$ cat src/sv/rms_pkg.sv
// constants, command codes and control structs of the regret-matching sampler
// no dependencies
package rms_pkg;

   localparam int MAX_ACTIONS = 64;
   localparam int IDX_W       = $clog2(MAX_ACTIONS);
   localparam int CNT_W       = IDX_W + 1;
   localparam int REG_W       = 48;
   localparam int SUM_W       = 56;
   localparam int VAL_W       = 32;
   localparam int FRAC_W      = 32;
   localparam int CMD_W       = 2;
   localparam int REQ_DATA_W  = 72;
   localparam int RSP_DATA_W  = 8;

   localparam logic [CMD_W-1:0] CMD_CLEAR  = 2'd0;
   localparam logic [CMD_W-1:0] CMD_ADD    = 2'd1;
   localparam logic [CMD_W-1:0] CMD_SAMPLE = 2'd2;

   // controller to datapath
   typedef struct packed {
      logic load;
      logic clear;
      logic cfg_wr;
      logic add_rd;
      logic add_wr;
      logic mul_lo;
      logic mul_hi;
      logic thr_add;
      logic fb_res;
      logic scan;
      logic out_load;
   } cmd_type;

   // datapath to controller
   typedef struct packed {
      logic sum_zero;
      logic scan_done;
      logic out_free;
   } status_type;

   // 0 acts as 1, anything above the store size acts as the store size
   function automatic logic [CNT_W-1:0] eff_actions(input logic [6:0] v);
      logic [CNT_W-1:0] r;
      if (v == 7'd0) begin
         r = CNT_W'(1);
      end else if (32'(v) > MAX_ACTIONS) begin
         r = CNT_W'(MAX_ACTIONS);
      end else begin
         r = CNT_W'(v);
      end
      return r;
   endfunction

endpackage

$ cat src/sv/rms_ctrl.sv
// controller state machine of the regret-matching sampler
// depends on rms_pkg
module rms_ctrl import rms_pkg::*; (
   input  logic             clock,
   input  logic             reset,
   input  logic             req_tvalid,
   output logic             req_tready,
   input  logic [CMD_W-1:0] req_tuser,
   input  logic             csr_valid,
   output logic             csr_ready,
   input  status_type       status,
   output cmd_type          cmd
);

   localparam logic [3:0] ST_IDLE    = 4'd0;
   localparam logic [3:0] ST_ADD_RD  = 4'd1;
   localparam logic [3:0] ST_ADD_WR  = 4'd2;
   localparam logic [3:0] ST_SMP_LO  = 4'd3;
   localparam logic [3:0] ST_SMP_FB  = 4'd4;
   localparam logic [3:0] ST_SMP_HI  = 4'd5;
   localparam logic [3:0] ST_SMP_ADD = 4'd6;
   localparam logic [3:0] ST_SCAN    = 4'd7;
   localparam logic [3:0] ST_DONE    = 4'd8;

   logic [3:0] state_ff, state_in;
   logic       idle;

   assign idle       = (state_ff == ST_IDLE);
   assign req_tready = idle;
   assign csr_ready  = idle;

   always_comb begin
      state_in = state_ff;
      cmd      = '0;
      cmd.cfg_wr = idle && csr_valid;
      unique case (state_ff)
         ST_IDLE: begin
            if (req_tvalid) begin
               cmd.load = 1'b1;
               unique case (req_tuser)
                  CMD_CLEAR:  cmd.clear = 1'b1;
                  CMD_ADD:    state_in = ST_ADD_RD;
                  CMD_SAMPLE: state_in = ST_SMP_LO;
                  default:    state_in = ST_IDLE;
               endcase
            end
         end
         ST_ADD_RD: begin
            cmd.add_rd = 1'b1;
            state_in   = ST_ADD_WR;
         end
         ST_ADD_WR: begin
            cmd.add_wr = 1'b1;
            state_in   = ST_IDLE;
         end
         ST_SMP_LO: begin
            cmd.mul_lo = 1'b1;
            state_in   = status.sum_zero ? ST_SMP_FB : ST_SMP_HI;
         end
         ST_SMP_FB: begin
            cmd.fb_res = 1'b1;
            state_in   = ST_DONE;
         end
         ST_SMP_HI: begin
            cmd.mul_hi = 1'b1;
            state_in   = ST_SMP_ADD;
         end
         ST_SMP_ADD: begin
            cmd.thr_add = 1'b1;
            state_in    = ST_SCAN;
         end
         ST_SCAN: begin
            cmd.scan = 1'b1;
            if (status.scan_done) begin
               state_in = ST_DONE;
            end
         end
         ST_DONE: begin
            if (status.out_free) begin
               cmd.out_load = 1'b1;
               state_in     = ST_IDLE;
            end
         end
         default: state_in = ST_IDLE;
      endcase
   end

   always_ff @(posedge clock) begin
      if (reset) begin
         state_ff <= ST_IDLE;
      end else begin
         state_ff <= state_in;
      end
   end

endmodule

$ cat config.mk
export PLATFORM = sky130hd
export DESIGN_NAME = rms_ctrl
export DESIGN_NICKNAME = d
export VERILOG_FILES = /design/src/sv/rms_pkg.sv /design/src/sv/rms_ctrl.sv
export SDC_FILE = /design/constraint.sdc
export NUM_CORES = 1
export LEC_CHECK = 0
export ABC_CLOCK_PERIOD_IN_PS = 2500
export BUFFER_PORTS_ARGS = -buffer_cell sky130_fd_sc_hd__buf_2
export CAP_MARGIN = 20
export CORE_AREA = 2 2 39 41
export DETAILED_ROUTE_END_ITERATION = 12
export DIE_AREA = 0 0 41 43
export GPL_ROUTABILITY_DRIVEN = 0
export GPL_TIMING_DRIVEN = 0
export SETUP_SLACK_MARGIN = 0.02
export SLEW_MARGIN = 25
export SYNTH_ARGS = -nofsm -noshare
export SYNTH_HDL_FRONTEND = slang
export SYNTH_SLANG_ARGS = --single-unit
$ cat constraint.sdc
create_clock -name clock -period 2.5 [get_ports clock]
set_input_delay 0 -clock clock [delete_from_list [all_inputs] [get_ports clock]]
set_output_delay 0 -clock clock [all_outputs]
set_load 0.02 [all_outputs]
* Word-level counts from Yosys, hierarchy flattened *
Cells that the tools add are included.

operators by class
  mux-type cells = 18
  eq/ne operators = 14
  reductions and logical operators = 4

operators by type and width
  cell                                                                   count
  4-bit one-hot mux with 8 select lines                                  1
  4-bit by 3-bit equality test with 1-bit output, second input constant  4
  4-bit 2-to-1 mux                                                       3
  4-bit one-hot mux with 3 select lines                                  1
  1-bit 2-to-1 mux                                                       11
  4-bit by 2-bit equality test with 1-bit output, second input constant  2
  2-bit != test, second input constant                                   4
  4-bit by 1-bit equality test with 1-bit output, second input constant  1
  4-bit equality test, second input constant                             1
  4-bit logical NOT                                                      1
  2-bit 2-to-1 mux                                                       2
  4-bit AND reduction                                                    1
  2-bit by 1-bit equality test with 1-bit output, second input constant  1
  2-bit equality test, second input constant                             1
  2-bit logical NOT                                                      1
  1-bit logical AND                                                      1

storage, ports and cells
  output and inout port bits = 13
  input port bits = 9
  register bits = 4
  word-level logic and storage cells = 37

* Logic depth before layout (Yosys ltp) *
Gate-level depths: netlist of the first run.

  depth after elaboration = 4
  gate-level depth with buffers = 6
  gate-level depth less buffers = 6

* Worst setup path after synthesis of the first run *
No wires, ideal clock.

  path kind = register to output
  start point = register state_ff[1]
  end point = output port cmd[9] (netlist name)
  cell stages (with the launch flop) = 4
  arrival = 1.465 ns
  setup slack = 1.035 ns
  buffers on the path = 1
  cells stage by stage = dfxtp_1 buf_2 nor4_2 and3_1

RTL lines
  item                    RTL line        text
  start, declared         rms_ctrl.sv:25  logic [3:0] state_ff, state_in;
  start signal, assigned  rms_ctrl.sv:92  state_ff <= state_in;
  end, declared           rms_ctrl.sv:12  output cmd_type cmd

==> results of run 1 <==
[power by group]
part | total (mW) | leakage, nW | switching, mW | internal, mW
sequential | 0.0676 | 0.0324 | 0.00121 | 0.0664
combinational | 0.0741 | 0.234 | 0.0423 | 0.0318
clock | 0.0772 | 0.0138 | 0.0237 | 0.0535
total | 0.219 | 0.280 | 0.0672 | 0.152
[worst paths after layout]
path               start     endpoint  slack, ns  cells after the start
max          state_ff[1]       cmd[9]       1.01                      4
min            status[1]  state_ff[3]       0.06                      3
max reg2reg  state_ff[0]  state_ff[0]       1.23                      5
min reg2reg  state_ff[3]  state_ff[2]       0.62                      2
[stage by stage]
step | power, mW | setup slack [ns] | std cells | hold WS [ns]
2_1_floorplan | 0.118 | 1.04 | 52 | 0.0669
3_3_place_gp | 0.141 | 1.23 | 89 | 0.217
3_5_place_dp | 0.142 | 1.23 | 89 | 0.218
4_1_cts | 0.225 | 0.981 | 93 | 0.0565
5_1_grt | 0.232 | 0.915 | 93 | 0.102
6_report | 0.219 | 1.01 | 93 | 0.0634
[repair_timing]
| action | 4_1_cts | 5_1_grt |
|---|---|---|
| hold buffers | 1 | 0 |
| buffers inserted | 0 | 0 |
| resized for setup | 0 | 0 |
| hold endpoints to repair | 4 | 0 |
[worst register-to-register path, cell delays in order, from the launching register on]
cell	delay [ns]
sky130_fd_sc_hd__dfxtp_1	0.30
sky130_fd_sc_hd__buf_6	0.13
sky130_fd_sc_hd__or4b_1	0.48
sky130_fd_sc_hd__o311ai_1	0.13
sky130_fd_sc_hd__a21oi_2	0.10
sky130_fd_sc_hd__nor2_2	0.08
[routing by layer]
layer / global-route usage (%) / wire, um / vias up
met5: 0 / 0 / -
met4: 8.00 / 0 / 0
met3: 1.57 / 36 / 0
met2: 17.8 / 433 / 7
met1: 11.3 / 387 / 198
li1: - / - / 230
[cell families after synthesis]
| family | after synthesis | share of synthesized area (%) |
|---|---|---|
| adder cells (fa/ha/maj) | 2 | 6.58 |
| AO/OA/AOI/OAI | 6 | 10.9 |
| multiplexers | 2 | 5.59 |
| AND/OR/NAND/NOR | 29 | 43.1 |
| buffers and inverters | 9 | 12.8 |
| flip-flops | 4 | 21.1 |
[layout make-up]
| type | instances | area, um^2 | share of cell area [%] |
|---|---|---|---|
| clock buffers | 3 | 22.5 | 4.19 |
| inverters | 4 | 15.0 | 2.79 |
| flip-flops and latches | 4 | 80.1 | 14.9 |
| plain buffers | 5 | 33.8 | 6.28 |
| well taps | 16 | 20.0 | 3.72 |
| repair buffers | 22 | 115 | 21.4 |
| multi-input cells | 39 | 251 | 46.7 |
[cell usage in the layout (no fill, tap or decap), drive strengths merged, types with 2 or more instances in the layout]
cell | netlist | layout
buf | 5 | 26
nor2 | 9 | 9
nor3 | 5 | 5
inv | 4 | 4
dfxtp | 4 | 4
nand2b | 3 | 3
nand2 | 3 | 3
clkbuf | 0 | 3
and2 | 2 | 2
ha | 2 | 2
nor4 | 2 | 2
a21oi | 2 | 2
==> summary by stage, run 1 <==
Layout
Relative to the synthesized area, the layout overhead comes to 41.4%. The number of antenna diodes in the final layout is 0. Counting flops per register, the top entry is state_ff. Measured on the finished design, the core utilization comes to 38.9%. Of the cells placed in the final design, the portion with a size suffix greater than 1 is 42.9%. The register with the most flip-flops in the layout has 4 of them.

The number of inserted filler cells in the final layout is 152. The number of nets in the finished design is 90. The finished layout cell area is around 540 um^2.

The largest registers in the layout are state_ff (4).

Worst setup path
The sort of element at the start of the critical path is a flip-flop. The slowest stage of the critical path belongs to the cell sky130_fd_sc_hd__nor4_2. The category of the worst setup path capture point is an output pin. Traced cell by cell, the critical path runs through buf_2 > nor4_2 > and3_1 > buf_2. Data on the critical path arrives at its endpoint at 1.49 ns. The largest fanout of any net on the critical path is 10. The buffers plus inverters on the worst setup path is 2.

The classification of the worst setup path is reg -> out. Data on the critical path is required at its endpoint by 2.50 ns. Counting stages on the worst path, the most repeated cell is sky130_fd_sc_hd__buf_2. The delay of the slowest critical-path stage is 0.40 ns. Broken down by cell family, the worst path's largest delay share belongs to simple AND/OR/NAND/NOR gates.

Placed design
The count of port buffers added during placement is 21. The post-detailed-placement half-perimeter wirelength is 679 um. The placed standard-cell area is 505 um^2.

Floorplanning
The die area is 0.00176 mm^2. In this run the count of I/O pins placed on the die edge is 22. The core footprint is 0.00138 mm^2.

For this configuration, the core starts out at a cell density of between 20% and 30%. In this run the core area contains 14 standard-cell rows. The floorplan die width is 41 um. The floorplan step set the die height to 43 um.

Outcome
The run finished with clean final reports.

STA
The time the final worst path needs with I/O delays and setup is between 1 and 1.5 ns. Setup violations remaining at the end of the flow were counted as 0. The final hold violation count came to 0. Based on the critical path, the design can be clocked at up to 673 MHz. Across the routed clock network, the largest skew measured is around 0.00063 ns. Setup repair after global routing left no endpoint under its margin. The final sum of negative setup slack is 0 ns.

At the pin with the least slew margin, the transition time is 0.356 ns. The number of max-slew violations in the final report came to 0. The ratio of final minimum period to clock period is 59.4%. In this run the tightest slew margin relative to its limit is 76.1%.

Drt
For this block, the initial DRC count from the detailed router was 3. The via density per instance is about 4.7. The residual antenna-violating net count after detailed routing is 0. After detailed routing, the number of remaining DRC violations is 0. The via count is 435. Dividing the detail-routed wire length by the instance count gives slightly above 9 um.

The detailed-routing iteration count for the pre-antenna-repair pass is 4. Summed over all layers, the routed wires come to 857 um.

Clocking
TritonCTS built the clock tree. The cell sitting at the root of the clock tree is a sky130_fd_sc_hd__clkbuf_4. The sink count of the clock tree is 4.

Clock tree synthesis inserted a total of 3 buffers. The number of H-tree branching levels is 1. For the worst-skew pair, the clock arrives at the later sink with an insertion delay of 0.23 ns. The maximum buffer depth of the clock tree is 2. Clock-pin slew was measured on the worst setup and hold paths at 0.04 ns.

Logic synthesis
In this run, synthesis inferred 0 flip-flops with an integrated enable. The cell with the most instances after synthesis is sky130_fd_sc_hd__nor2_1. In the synthesized netlist, the number of instances is 52.

The async set-or-reset flop fraction in the synthesized netlist is 0%. The mapped netlist covers around 380 um^2. In this run, distinct cell masters in the synthesized netlist total 27. After synthesis, the mean cell area works out to 7.31 um^2. By area the synthesized netlist is led by sky130_fd_sc_hd__dfxtp_1 21%, sky130_fd_sc_hd__nor2_1 7.9%, sky130_fd_sc_hd__ha_1 6.6%. For this run, the register share of the synthesized area comes to about a fifth. Yosys printed 0 warnings. The synthesized netlist net count is between 60 and 70. Among all flip-flop cells after synthesis, the most frequent one is sky130_fd_sc_hd__dfxtp_1. After synthesis, the largest area contributor takes up 21.1% of total cell area. The flip-flop and latch count after synthesis is 4. Summed over all instances, the cell type with the most area after synthesis is sky130_fd_sc_hd__dfxtp_1. Ranked by instance count, the synthesized netlist is headed by 8 x sky130_fd_sc_hd__nor2_1, 5 x sky130_fd_sc_hd__nor3_1, 4 x sky130_fd_sc_hd__dfxtp_1, 4 x sky130_fd_sc_hd__inv_1.

GRT
Entering global routing, the biggest net connects 11 pins. The via count of the first global-routing pass came to 372. The total routing usage reported by global routing is 10.8%.

The initial antenna violation count was 0. The first global-routing pass estimated between 1 and 1.5 mm of wire. Summed over all layers, the global routing overflow is 0.

Power
For this design the ratio of total power to cell area is around 410 mW/mm^2. VDD sags by at most 0.196 mV. The standby leakage power is 0.280 nW.

Flow run
The max-cap violation count is 0.

Hold path
The path category of the worst min-delay check is in -> reg.
Power figures use the tool's default switching activity.
==> inputs of run 2 (changes only) <==
Settings changed: ABC_AREA set to 1, ABC_CLOCK_PERIOD_IN_PS 2500 to 1400.
Clock period 2.5 ns to 1.4 ns, I/O delays scaled along.
==> summary by stage, run 2 <==
Outcome
The run finished with clean final reports.

Hold path
In this run the most critical hold path is launched from status[1]. The path category of the worst min-delay check is in -> reg.

Logic synthesis
Synthesis produced a netlist whose cell count is 62. The number of enable flip-flop cells after synthesis is 0. Among all flip-flop cells after synthesis, the most frequent one is sky130_fd_sc_hd__dfxtp_1. Yosys mapped the design onto 19 distinct sky130hd cell types. The synthesized netlist net count is 73.

In the synthesized netlist, the cells that appear most often are 13 x sky130_fd_sc_hd__inv_1, 9 x sky130_fd_sc_hd__nand2_1, 8 x sky130_fd_sc_hd__nor2_1. Sequential cells were found to cover 20.4% of the synthesized design area. The area fraction of the dominant cell type after synthesis is 20.4%.

In the synthesized netlist the async set-or-reset flop fraction comes to 0%. Yosys printed 0 warnings. The area of the mapped netlist is about 390 um^2. By area the synthesized netlist is led by sky130_fd_sc_hd__dfxtp_1 20%, sky130_fd_sc_hd__inv_1 12%, sky130_fd_sc_hd__nand2_1 8.6%. The biggest area contributor in the post-synthesis netlist is sky130_fd_sc_hd__dfxtp_1. The synthesized area per cell is 6.32 um^2. Among all cell types in the netlist, the one instantiated most often is sky130_fd_sc_hd__inv_1.

The flip-flop and latch count after synthesis is 4.

Worst setup path
In this run the worst path has a maximum fanout of 5. The start point of the critical path is state_ff[2]. In this run the critical register-to-register path is launched from state_ff[0]. For the worst setup path, the data required time is 1.40 ns. The critical path is of the reg -> out type. The sort of element at the start of the critical path is a flip-flop. For the worst setup path, the data arrival time is 1.26 ns. The category of the worst setup path capture point is an output pin.

Drt
In the routed design, unresolved DRC markers number 0. The detailed-routing iteration count for the pre-antenna-repair pass is 4. The residual antenna-violating net count after detailed routing is 0. The via density per instance is 4.36. The final layout contains routed wiring with a total length of 932 um. The post-detailed-route wirelength per cell is 8.71 um.

In this run, the number of DRC markers left after iteration 0 of detailed routing was 6. Across all layers, the routed design uses approximately 470 vias.

Clocking
The clock insertion delay at the later pin of the skew report is 0.23 ns. CTS built an H-tree with a depth of 1. Clock-pin slew was measured on the worst setup and hold paths at 0.04 ns. The sink count of the clock tree is 4. Clock tree synthesis selected as its root buffer the cell sky130_fd_sc_hd__clkbuf_4. The longest clock path from root to sink contains 2 buffers.

Clock tree synthesis inserted a total of 3 buffers. The clock tree from TritonCTS is yes.

Layout
The commonest non-fill, non-tap cell in the layout is sky130_fd_sc_hd__buf_2. Compared with the post-synthesis result, the final layout area differs by 51.4%. Once layout is complete, the cells apart from fillers number approximately 110. The diode insertion count for antenna repair is 0. The final layout contains 104 nets. The number of flip-flops in the largest register is 4. Leaving out fill and tap cells, the most frequent cells in the layout are 20 x sky130_fd_sc_hd__buf_2, 12 x sky130_fd_sc_hd__inv_1, 9 x sky130_fd_sc_hd__nand2_1, 8 x sky130_fd_sc_hd__nor2_1, 6 x sky130_fd_sc_hd__buf_4. Of the cells placed in the final design, the portion with a size suffix greater than 1 is between 50% and 60%. The largest register by flop count is state_ff. The largest registers in the layout are state_ff (4). The finished layout cell area is 593 um^2.

STA
The count of final setup violators is 0. For the pin with the worst max-slew slack, the measured transition is 0.222 ns. The worst hold slack after final layout is between 0.07 and 0.08 ns. The max-slew headroom at the worst pin is 85.1%. For the final database, setup skew stands at 0.00112 ns.

Setup repair after global routing left no endpoint under its margin. The final sum of negative setup slack is 0 ns. Derived from the worst setup path, the maximum achievable clock frequency is 796 MHz. For the finished layout, the period the worst path requires is about 1.3 ns.

The number of max-slew violations in the final report is 0. The ratio of final minimum period to clock period is 89.7%. The final hold violation count is 0.

GRT
The total congestion overflow is 0. The pin count of the biggest net entering global routing is 7. The first-pass GRT wire length is 1.47 mm.

The via count of the first global-routing pass is 418. In the global route stage, overall resource usage came out at between 10% and 20%. The initial antenna violation count is 0.

Floorplanning
The floorplan die width is 41 um. The core footprint is around 0.0014 mm^2. The initial utilization of the core area, before any placement, comes to 28.3%. The die area is approximately 0.0018 mm^2. The number of placement rows is 14. During I/O placement, the number of pins put on the boundary was 22. The die is 43 um tall.

Placed design
After detailed placement, the total cell area comes to 517 um^2. Once detailed placement completed, the half-perimeter wirelength came to 745 um. In this run, placement finished with an instance count of 99. Port buffering added 21 buffers.

Power
Overall power consumption after layout is estimated at 408 uW. The standby leakage power is 0.334 nW. The power density over the cells is about 690 mW/mm^2. Across the VDD grid, the largest voltage drop is 0.365 mV.

Flow run
The max-cap violation count is 0.
-- run 2: layout make-up --
| cell class | instances | area, um^2 |
|---|---|---|
| repair buffers | 26 | 148 |
| flip-flops and latches | 4 | 81.3 |
| well taps | 16 | 20.0 |
| fillers | 156 | 791 |
| clock buffers | 3 | 22.5 |
| inverters | 16 | 60.1 |
| plain buffers | 1 | 7.51 |
| multi-input cells | 41 | 254 |
-- run 2: worst max-delay path, stage by stage (launching register included) --
cell and delay (ns):
sky130_fd_sc_hd__dfxtp_2 0.34, sky130_fd_sc_hd__nor2_4 0.16, sky130_fd_sc_hd__inv_1 0.11, sky130_fd_sc_hd__nor2_4 0.11, sky130_fd_sc_hd__inv_2 0.05, sky130_fd_sc_hd__nor3_2 0.09, sky130_fd_sc_hd__buf_4 0.16
-- run 2: worst paths after layout --
path,slack [ns],to,cells past startpoint
worst min-delay path,0.08,state_ff[1],4
worst min register to register,0.63,state_ff[3],3
worst max register to register,0.22,state_ff[0],7
worst max-delay path,0.14,cmd[9],6
-- run 2: what timing repair did --
item                                    4_1_cts  5_1_grt
buffers inserted                              1        3
endpoints found under the setup margin        3        4
gates cloned                                  0        0
hold buffers                                  1        0
pin swaps                                     1        1
gates resized for setup                       1        4
endpoints found under the hold margin         4        0
-- run 2: where the power goes --
| group | internal, mW | switching, mW | leakage, nW | total (mW) |
|---|---|---|---|---|
| Sequential | 0.119 | 0.00653 | 0.0330 | 0.126 |
| Clock | 0.0956 | 0.0431 | 0.0138 | 0.139 |
| Combinational | 0.0603 | 0.0832 | 0.287 | 0.144 |
| Total | 0.275 | 0.133 | 0.334 | 0.408 |
-- run 2: metal layers --
layer | global-route usage (%) | routed length, um
met1 | 13.2 | 383
met2 | 19.7 | 502
met3 | 4.71 | 46
met4 | 5.33 | 0
met5 | 0 | 0
-- run 2: through the flow --
stage,util (%),setup WS (ns)
after detailed placement,37.3,0.225
final,42.9,0.144
after global placement,37.3,0.217
after global routing,42.9,0.0336
after floorplan,-,0.163
after CTS,40.6,0.0485
-- run 2: kinds of logic after synthesis --
family	after synthesis	synth area share, %
AOI/OAI and AO/OA	6	10.5
buffers and inverters	17	17.3
DFF	4	20.4
and+or+nand+nor	33	45.4
adders and majority gates	2	6.39
